$ cat config.mk
export PLATFORM = sky130hd
export DESIGN_NAME = changed_block_bitmap_to_ranges
export DESIGN_NICKNAME = d
export VERILOG_FILES = /design/src/design/cbbr_pkg.sv /design/src/design/cbbr_ctrl.sv /design/src/design/cbbr_dp.sv /design/src/design/changed_block_bitmap_to_ranges.sv
export SDC_FILE = /design/constraint.sdc
export NUM_CORES = 1
export LEC_CHECK = 0
export ABC_AREA = 1
export BUFFER_PORTS_ARGS = -buffer_cell sky130_fd_sc_hd__buf_2
export CORE_ASPECT_RATIO = 1.2
export CORE_MARGIN = 8
export CORE_UTILIZATION = 50
export CTS_CLUSTER_DIAMETER = 40
export DETAILED_ROUTE_END_ITERATION = 8
export HOLD_SLACK_MARGIN = 0.03
export PLACE_DENSITY_LB_ADDON = 0.05
export SETUP_SLACK_MARGIN = 0.3
export SLEW_MARGIN = 20
export SYNTH_ARGS = -nofsm -noshare
export SYNTH_HDL_FRONTEND = slang
export SYNTH_SLANG_ARGS = --single-unit
$ cat constraint.sdc
create_clock -name clk -period 15.93 [get_ports clk]
set_input_delay 3.186 -clock clk [delete_from_list [all_inputs] [get_ports clk]]
set_output_delay 3.186 -clock clk [all_outputs]
set_load 0.05 [all_outputs]
$ cat src/design/cbbr_pkg.sv
`timescale 1ns / 1ps
`default_nettype none
// ----------------------------------------------------------------------------
// Changed-block bitmap to ranges: shared definitions
// Field widths, register indexes, payload structs and the command and status
// groups passed between the controller and the datapath.
// ----------------------------------------------------------------------------
package cbbr_pkg;

	localparam int WORD_BITS_DEF = 64;
	localparam int IN_WORD_W     = 64;
	localparam int ID_W          = 48;
	localparam int LEN_W         = ID_W + 1;
	localparam int CFG_IDX_W     = 2;
	localparam int CFG_DATA_W    = LEN_W;

	// One past the largest block id that fits, 2^ID_W.
	localparam logic [LEN_W:0] ID_LIMIT = {2'b01, {ID_W{1'b0}}};

	localparam logic [CFG_IDX_W-1:0] REG_START_BLOCK = CFG_IDX_W'(0);
	localparam logic [CFG_IDX_W-1:0] REG_BLOCK_COUNT = CFG_IDX_W'(1);
	localparam logic [CFG_IDX_W-1:0] REG_OUTPUT_MODE = CFG_IDX_W'(2);

	localparam logic MODE_LIST  = 1'b0;
	localparam logic MODE_RANGE = 1'b1;

	typedef struct packed {
		logic [IN_WORD_W-1:0] bitmap_word;
		logic                 flush;
	} cbbr_in_t;

	typedef struct packed {
		logic [ID_W-1:0]  record_start;
		logic [LEN_W-1:0] record_length;
		logic             last_of_item;
	} cbbr_out_t;

	typedef struct packed {
		logic load;
		logic step;
		logic close;
		logic finish;
	} cbbr_cmd_t;

	typedef struct packed {
		logic in_range;
		logic evt;
		logic pend_valid;
		logic out_free;
		logic run_open;
		logic cnt_last;
		logic flush;
	} cbbr_sts_t;

endpackage
`default_nettype wire

$ cat src/design/cbbr_ctrl.sv
`timescale 1ns / 1ps
`default_nettype none
// ----------------------------------------------------------------------------
// Changed-block bitmap to ranges: controller
// Sequences one bitmap word at a time through walk, close and final-record
// phases, holding the walk whenever a record cannot be handed on.
// ----------------------------------------------------------------------------
module cbbr_ctrl (
	input  logic                clk,
	input  logic                arst_n,
	input  logic                bitmap_valid,
	output logic                bitmap_stall,
	input  cbbr_pkg::cbbr_sts_t sts,
	output cbbr_pkg::cbbr_cmd_t cmd
);
	import cbbr_pkg::*;

	typedef enum logic [1:0] {
		ST_IDLE,
		ST_WALK,
		ST_CLOSE,
		ST_LAST
	} state_t;

	state_t state_q;
	state_t state_d;
	logic   stall_q;
	logic   hold;

	assign bitmap_stall = stall_q;

	always_comb begin
		cmd     = '0;
		state_d = state_q;
		// A new record may only displace the pending one if the output is free.
		hold    = 1'b0;
		case (state_q)
			ST_IDLE: begin
				cmd.load = bitmap_valid & ~stall_q;
				if (cmd.load) begin
					state_d = ST_WALK;
				end
			end
			ST_WALK: begin
				hold     = sts.evt & sts.pend_valid & ~sts.out_free;
				cmd.step = sts.in_range & ~hold;
				if (!sts.in_range || (cmd.step && sts.cnt_last)) begin
					state_d = ST_CLOSE;
				end
			end
			ST_CLOSE: begin
				hold      = sts.run_open & sts.pend_valid & ~sts.out_free;
				cmd.close = sts.flush & ~hold;
				if (!sts.flush || cmd.close) begin
					state_d = ST_LAST;
				end
			end
			ST_LAST: begin
				cmd.finish = sts.pend_valid & sts.out_free;
				if (!sts.pend_valid || cmd.finish) begin
					state_d = ST_IDLE;
				end
			end
			default: begin
				state_d = ST_IDLE;
			end
		endcase
	end

	always_ff @(posedge clk or negedge arst_n) begin
		if (!arst_n) begin
			state_q <= ST_IDLE;
			stall_q <= 1'b0;
		end else begin
			state_q <= state_d;
			stall_q <= (state_d != ST_IDLE);
		end
	end

endmodule
`default_nettype wire

$ cat src/design/cbbr_dp.sv
`timescale 1ns / 1ps
`default_nettype none
// ----------------------------------------------------------------------------
// Changed-block bitmap to ranges: datapath
// Configuration registers, stream position, open run, a one-record pending
// buffer and the output register. One bitmap bit is examined per step.
// ----------------------------------------------------------------------------
module cbbr_dp #(
	parameter int WORD_BITS = cbbr_pkg::WORD_BITS_DEF
) (
	input  logic                             clk,
	input  logic                             arst_n,
	input  logic                             cfg_we,
	input  logic [cbbr_pkg::CFG_IDX_W-1:0]   cfg_index,
	input  logic [cbbr_pkg::CFG_DATA_W-1:0]  cfg_data,
	input  cbbr_pkg::cbbr_in_t               bitmap,
	input  cbbr_pkg::cbbr_cmd_t              cmd,
	output cbbr_pkg::cbbr_sts_t              sts,
	output logic                             record_valid,
	input  logic                             record_stall,
	output cbbr_pkg::cbbr_out_t              record
);
	import cbbr_pkg::*;

	localparam int CNT_W = $clog2(WORD_BITS);

	logic [ID_W-1:0]      start_q;
	logic [LEN_W-1:0]     count_q;
	logic                 mode_q;
	logic [LEN_W-1:0]     end_q;
	logic [LEN_W-1:0]     next_q;
	logic [ID_W-1:0]      run_first_q;
	logic [LEN_W-1:0]     run_len_q;
	logic [WORD_BITS-1:0] word_q;
	logic                 flush_q;
	logic [CNT_W-1:0]     cnt_q;
	logic                 pend_valid_q;
	logic [ID_W-1:0]      pend_start_q;
	logic [LEN_W-1:0]     pend_len_q;
	logic                 out_valid_q;
	cbbr_out_t            out_q;

	logic                 cur_set;
	logic                 in_range;
	logic                 run_open;
	logic                 evt;
	logic                 out_free;
	logic                 new_rec;
	logic                 push;
	logic [ID_W-1:0]      rec_start;
	logic [LEN_W-1:0]     rec_len;
	logic [LEN_W:0]       end_sum;
	logic [LEN_W-1:0]     end_cap;

	assign cur_set  = word_q[0];
	assign in_range = next_q < end_q;
	assign run_open = run_len_q != '0;
	assign out_free = ~out_valid_q | ~record_stall;

	// A set bit yields a single-block record in list mode; a clear bit closes
	// any open run whatever the mode.
	assign evt = in_range & (cur_set ? (mode_q == MODE_LIST) : run_open);

	always_comb begin
		if (cmd.step && cur_set) begin
			rec_start = next_q[ID_W-1:0];
			rec_len   = LEN_W'(1);
		end else begin
			rec_start = run_first_q;
			rec_len   = run_len_q;
		end
	end

	assign new_rec = (cmd.step & evt) | (cmd.close & run_open);
	assign push    = (new_rec & pend_valid_q) | cmd.finish;

	// The stream end is capped at the first id that does not fit.
	assign end_sum = {1'b0, 1'b0, start_q} + {1'b0, count_q};
	assign end_cap = (end_sum > ID_LIMIT) ? ID_LIMIT[LEN_W-1:0] : end_sum[LEN_W-1:0];

	always_comb begin
		sts            = '0;
		sts.in_range   = in_range;
		sts.evt        = evt;
		sts.pend_valid = pend_valid_q;
		sts.out_free   = out_free;
		sts.run_open   = run_open;
		sts.cnt_last   = cnt_q == CNT_W'(WORD_BITS - 1);
		sts.flush      = flush_q;
	end

	always_ff @(posedge clk or negedge arst_n) begin
		if (!arst_n) begin
			start_q      <= '0;
			count_q      <= '0;
			mode_q       <= MODE_LIST;
			next_q       <= '0;
			run_first_q  <= '0;
			run_len_q    <= '0;
			flush_q      <= 1'b0;
			cnt_q        <= '0;
			pend_valid_q <= 1'b0;
			out_valid_q  <= 1'b0;
		end else begin
			if (cfg_we) begin
				case (cfg_index)
					REG_START_BLOCK: begin
						start_q     <= cfg_data[ID_W-1:0];
						next_q      <= {1'b0, cfg_data[ID_W-1:0]};
						run_first_q <= '0;
						run_len_q   <= '0;
					end
					REG_BLOCK_COUNT: begin
						count_q <= cfg_data[LEN_W-1:0];
					end
					REG_OUTPUT_MODE: begin
						mode_q <= cfg_data[0];
					end
					default: begin
					end
				endcase
			end

			if (cmd.load) begin
				flush_q <= bitmap.flush;
				cnt_q   <= '0;
			end

			if (cmd.step) begin
				cnt_q  <= cnt_q + CNT_W'(1);
				next_q <= next_q + LEN_W'(1);
				if (cur_set && mode_q == MODE_RANGE) begin
					if (!run_open) begin
						run_first_q <= next_q[ID_W-1:0];
					end
					run_len_q <= run_len_q + LEN_W'(1);
				end else if (!cur_set) begin
					run_len_q <= '0;
				end
			end

			if (cmd.close) begin
				run_first_q <= '0;
				run_len_q   <= '0;
				next_q      <= {1'b0, start_q};
			end

			if (new_rec) begin
				pend_valid_q <= 1'b1;
			end else if (cmd.finish) begin
				pend_valid_q <= 1'b0;
			end

			if (push) begin
				out_valid_q <= 1'b1;
			end else if (!record_stall) begin
				out_valid_q <= 1'b0;
			end
		end
	end

	always_ff @(posedge clk) begin
		if (cmd.load) begin
			word_q <= bitmap.bitmap_word[WORD_BITS-1:0];
			end_q  <= end_cap;
		end else if (cmd.step) begin
			word_q <= word_q >> 1;
		end
		if (new_rec) begin
			pend_start_q <= rec_start;
			pend_len_q   <= rec_len;
		end
		if (push) begin
			out_q.record_start  <= pend_start_q;
			out_q.record_length <= pend_len_q;
			out_q.last_of_item  <= cmd.finish;
		end
	end

	assign record_valid = out_valid_q;
	assign record       = out_q;

endmodule
`default_nettype wire

$ cat src/design/changed_block_bitmap_to_ranges.sv
// The walk looks at one bitmap bit per cycle, while the output does not stall, until
// the word or the reporting window ends; then a flushed run is closed and the final
// record is handed on. A stalled output holds the walk for as long as it lasts.
// A new word is taken only once the previous word, with its final record, is done.
// Reset clears control and configuration registers (list mode, empty window); idle.
`timescale 1ns / 1ps
`default_nettype none
// ----------------------------------------------------------------------------
// Changed-block bitmap to ranges: top level
// Turns a stream of changed-block bitmap words into block or range records.
// ----------------------------------------------------------------------------
module changed_block_bitmap_to_ranges #(
	parameter int WORD_BITS = cbbr_pkg::WORD_BITS_DEF
) (
	input  logic                            clk,
	input  logic                            arst_n,
	input  logic                            cfg_we,
	input  logic [cbbr_pkg::CFG_IDX_W-1:0]  cfg_index,
	input  logic [cbbr_pkg::CFG_DATA_W-1:0] cfg_data,
	input  logic                            bitmap_valid,
	output logic                            bitmap_stall,
	input  cbbr_pkg::cbbr_in_t              bitmap,
	output logic                            record_valid,
	input  logic                            record_stall,
	output cbbr_pkg::cbbr_out_t             record
);
	import cbbr_pkg::*;

	cbbr_cmd_t cmd;
	cbbr_sts_t sts;

	cbbr_ctrl u_ctrl (
		.clk          (clk),
		.arst_n       (arst_n),
		.bitmap_valid (bitmap_valid),
		.bitmap_stall (bitmap_stall),
		.sts          (sts),
		.cmd          (cmd)
	);

	cbbr_dp #(
		.WORD_BITS (WORD_BITS)
	) u_dp (
		.clk          (clk),
		.arst_n       (arst_n),
		.cfg_we       (cfg_we),
		.cfg_index    (cfg_index),
		.cfg_data     (cfg_data),
		.bitmap       (bitmap),
		.cmd          (cmd),
		.sts          (sts),
		.record_valid (record_valid),
		.record_stall (record_stall),
		.record       (record)
	);

endmodule
`default_nettype wire

==> flow_summary.toml <==
[status]
status = "finished clean"

[cts]
post-cts-setup-buffer-count = 0
cts_buffer_depth = 3
cts-resized-gates = 0
cts_tree = "yes"
cts.clk_slew.worst_paths_ps = 60
cts_root_buf = "clkbuf_16"
insertion_delay_ps = 620
cts.htree.levels = 3
numCtsBuffers = 77
clkSinkCount = 564
postCtsHoldBufs = 0

[die]
die_x_um = 243
die_area_mm2 = 0.0702
rows = 100
initial_utilization = 0.502
core-area_mm2 = 0.0617
die_h_um = 289
io_pins = 221

[setup_path]
critPathLaunchType = "primary input"
worst_setup_path_end_kind = "register"
arrival_ps = 6760
worstRegToRegCells = 17
critPathSlowestCell = "buf_4"
rrSetupSlack_ps = 10270
critPathMaxFanout = 76
reg2reg_from = "u_dp.next_q[46]"
cp_cell_sequence = "buf_2, nand2_1, inv_1, nand3_1, nand4_1, buf_4, inv_2, buf_4, nand2_1, o21ai_4, buf_4, nand2_1, nand2_4, buf_4"
r2r-end = "u_dp.pend_start_q[34]"
critPathRequiredTime_ps = 16180
crit_path_start = "record_stall"
path_class = "in2reg"
path_common_cell = "buf_4"
critPathMaxStageDelay_ps = 710

[logic_synthesis]
yosysTopAreaCellShare = 0.299
synth_top_area_cell = "edfxtp_1"
synth_edf_count = 308
ys_async_sr_fraction = 0.454
synthesis.nets = 3969
synth_common_cells = "nand2_1 (1098), inv_1 (460), nor2_1 (398)"
synth_area_mm2 = 0.0310
ys_seq_area_frac = 0.505
ys_top_cells_by_area = "edfxtp_1 (30%), dfrtp_1 (21%), nand2_1 (13%)"
yosys-mux-area-fraction = 0.0138
synth_top_family_by_area = "simple AND/OR/NAND/NOR gates"
synth-xor-area-share = 0.0209
synth_compound_area_frac = 0.0816
synth_fa_ha_area_frac = 0.0410
synthSimpleGateAreaFrac = 0.261
synth-seq-cells = 564
synth_ff_type = "edfxtp_1"
yosys_warnings = 0
synth_cell_types = 46
syn-mean-instance-area_um2 = 8.27
yosysMostFrequentCell = "nand2_1"
synthCells = 3747

[cells_and_area]
area_growth_pct = 14.3
final_util = 0.574
final_area_mm2 = 0.0354
layout-drive-gt1-share = 0.124
nNetsFinal = 4165

[place]
port_buffers = 220
dp_hpwl_um = 69200
place.gp.congestion = 0.989
dpl_cell_area_mm2 = 0.0328
dp_slack_ps = 8680

[sta]
worst_slew_pin_slew_ps = 1090
fmax_ghz = 0.154
worst_slack_ps = 9420
hold_viol = 0
grt_setup_unrepaired = "false"
max_slew_margin = 0.267
fin_crit_ps = 6510
finalCritPeriodShare = 0.409
finalMaxSlewViolations = 0
final.setup_skew_ps = 18.4
tns_ps = 0
setup_viol = 0

[hold_path]
hp-class = "reg2reg"
worstHoldStart = "u_dp.pend_start_q[10]"
holdPathEnd = "u_dp.record[60]"
whs_path_depth = 0

[global_route]
grt_pass1_wl_um = 141000
grt-ovfl-total = 0
grt_pass1_vias = 24600
antenna_found_initial = 3
track_usage = 0.256
grt_max_degree = 97

[detailed_routing]
num_vias = 25800
via_per_inst = 5.35
drtPass1Iterations = 5
routed_wl_um = 91700
final_antenna_net_count = 0
drc = 0
first_iter_violations = 2444
avgRoutedWirePerCell_um = 19.0

[power_and_ir_drop]
p_switching_mw = 3.09
swShare = 0.436
p_comb_frac = 0.391
power_frac_seq = 0.363
leakage_nw = 16.2
ir_drop_mv = 0.116
power.internal_mw = 4.00
clkPwrFrac = 0.247
p_per_area_mw_per_mm2 = 200

[run]
drv_cap = 0
worst max-delay path: cells and delay by family:
| family | cells | cell delay, ps |
|---|---|---|
| compound gates | 1 | 100 |
| buf+inv | 7 | 2340 |
| simple gates | 6 | 960 |
power by group through the flow:
| stage | clock, mW | combinational [mW] | sequential, mW |
|---|---|---|---|
| after global routing | 1.84 | 3.07 | 2.62 |
| after detailed placement | 0 | 2.76 | 2.59 |
| after global placement | 0 | 2.74 | 2.58 |
| final | 1.75 | 2.77 | 2.57 |
| after floorplan | 0 | 1.60 | 2.93 |
| after CTS | 1.79 | 2.77 | 2.57 |
per-layer routing:
layer	wire length [um]	GRT usage	up-vias
li1	-	-	12700
met1	41500	0.363	12100
met2	41800	0.403	839
met3	5940	0.0366	155
met4	2470	0.0784	0
met5	0	0	-
placed cells by master (no fill, tap or decap), types with 11 or more instances in the layout:
master	instances
nor3_1	124
buf_2	219
a21oi_1	187
inv_8	11
dfrtp_1	256
a21oi_2	20
nor2_2	21
nand2_1	1091
clkinv_1	11
nor2_1	398
xor2_1	64
nand4_1	61
nor4_1	34
nand3b_1	45
o31ai_1	11
inv_2	13
inv_1	457
o211ai_1	29
clkbuf_16	79
edfxtp_1	308
o22ai_1	34
buf_4	23
ha_1	100
mux2_2	38
clkbuf_1	11
o21ai_0	146
nand3_1	101
area by class of cell:
type | count | area (um2)
multi-input cells | 2582 | 13000
well taps | 816 | 1020
repair buffers | 243 | 1280
fillers | 5730 | 26300
inverters | 475 | 1780
clock inverters | 54 | 622
clock buffers | 90 | 2020
flip-flops and latches | 564 | 15700
diodes | 2 | 5.00
logic make-up (layout without fill, tap and decap cells):
logic type	count (synthesis)	in the layout
AOI/OAI and AO/OA	451	451
xor gates and xnor gates	74	74
adders and majority gates	101	101
buffers and inverters	601	862
DFF	564	564
muxes	38	38
other	0	2
and+or+nand+nor	1918	1918
how the worst max path moves through the flow:
stage          cells past startpoint  slack (ps)              end
3_5_place_dp                      14        8680  u_dp.record[52]
4_1_cts                           14        9340  u_dp.record[50]
2_1_floorplan                     11        6510   u_dp.record[0]
3_3_place_gp                      14        8730  u_dp.record[52]
6_report                          14        9420  u_dp.record[50]
5_1_grt                           14        9010  u_dp.record[50]
registers in the layout, indices dropped and copies added, names as in the netlist, 6 cells and up:
signal,flops
u_dp.next_q,49
u_dp.run_first_q,48
u_dp.cnt_q,6
u_dp.word_q,64
u_dp.pend_len_q,49
u_dp.start_q,48
u_dp.record,98
u_dp.count_q,49
u_dp.run_len_q,49
u_dp.end_q,49
u_dp.pend_start_q,48
metrics by stage:
step	cells	power, mW	hold slack, ps
after global routing	4826	7.54	422
after global placement	4680	5.32	401
after detailed placement	4680	5.35	405
after floorplan	3747	4.53	400
final	4826	7.09	414
after CTS	4824	7.13	417
(Power assumes the default switching activity.)
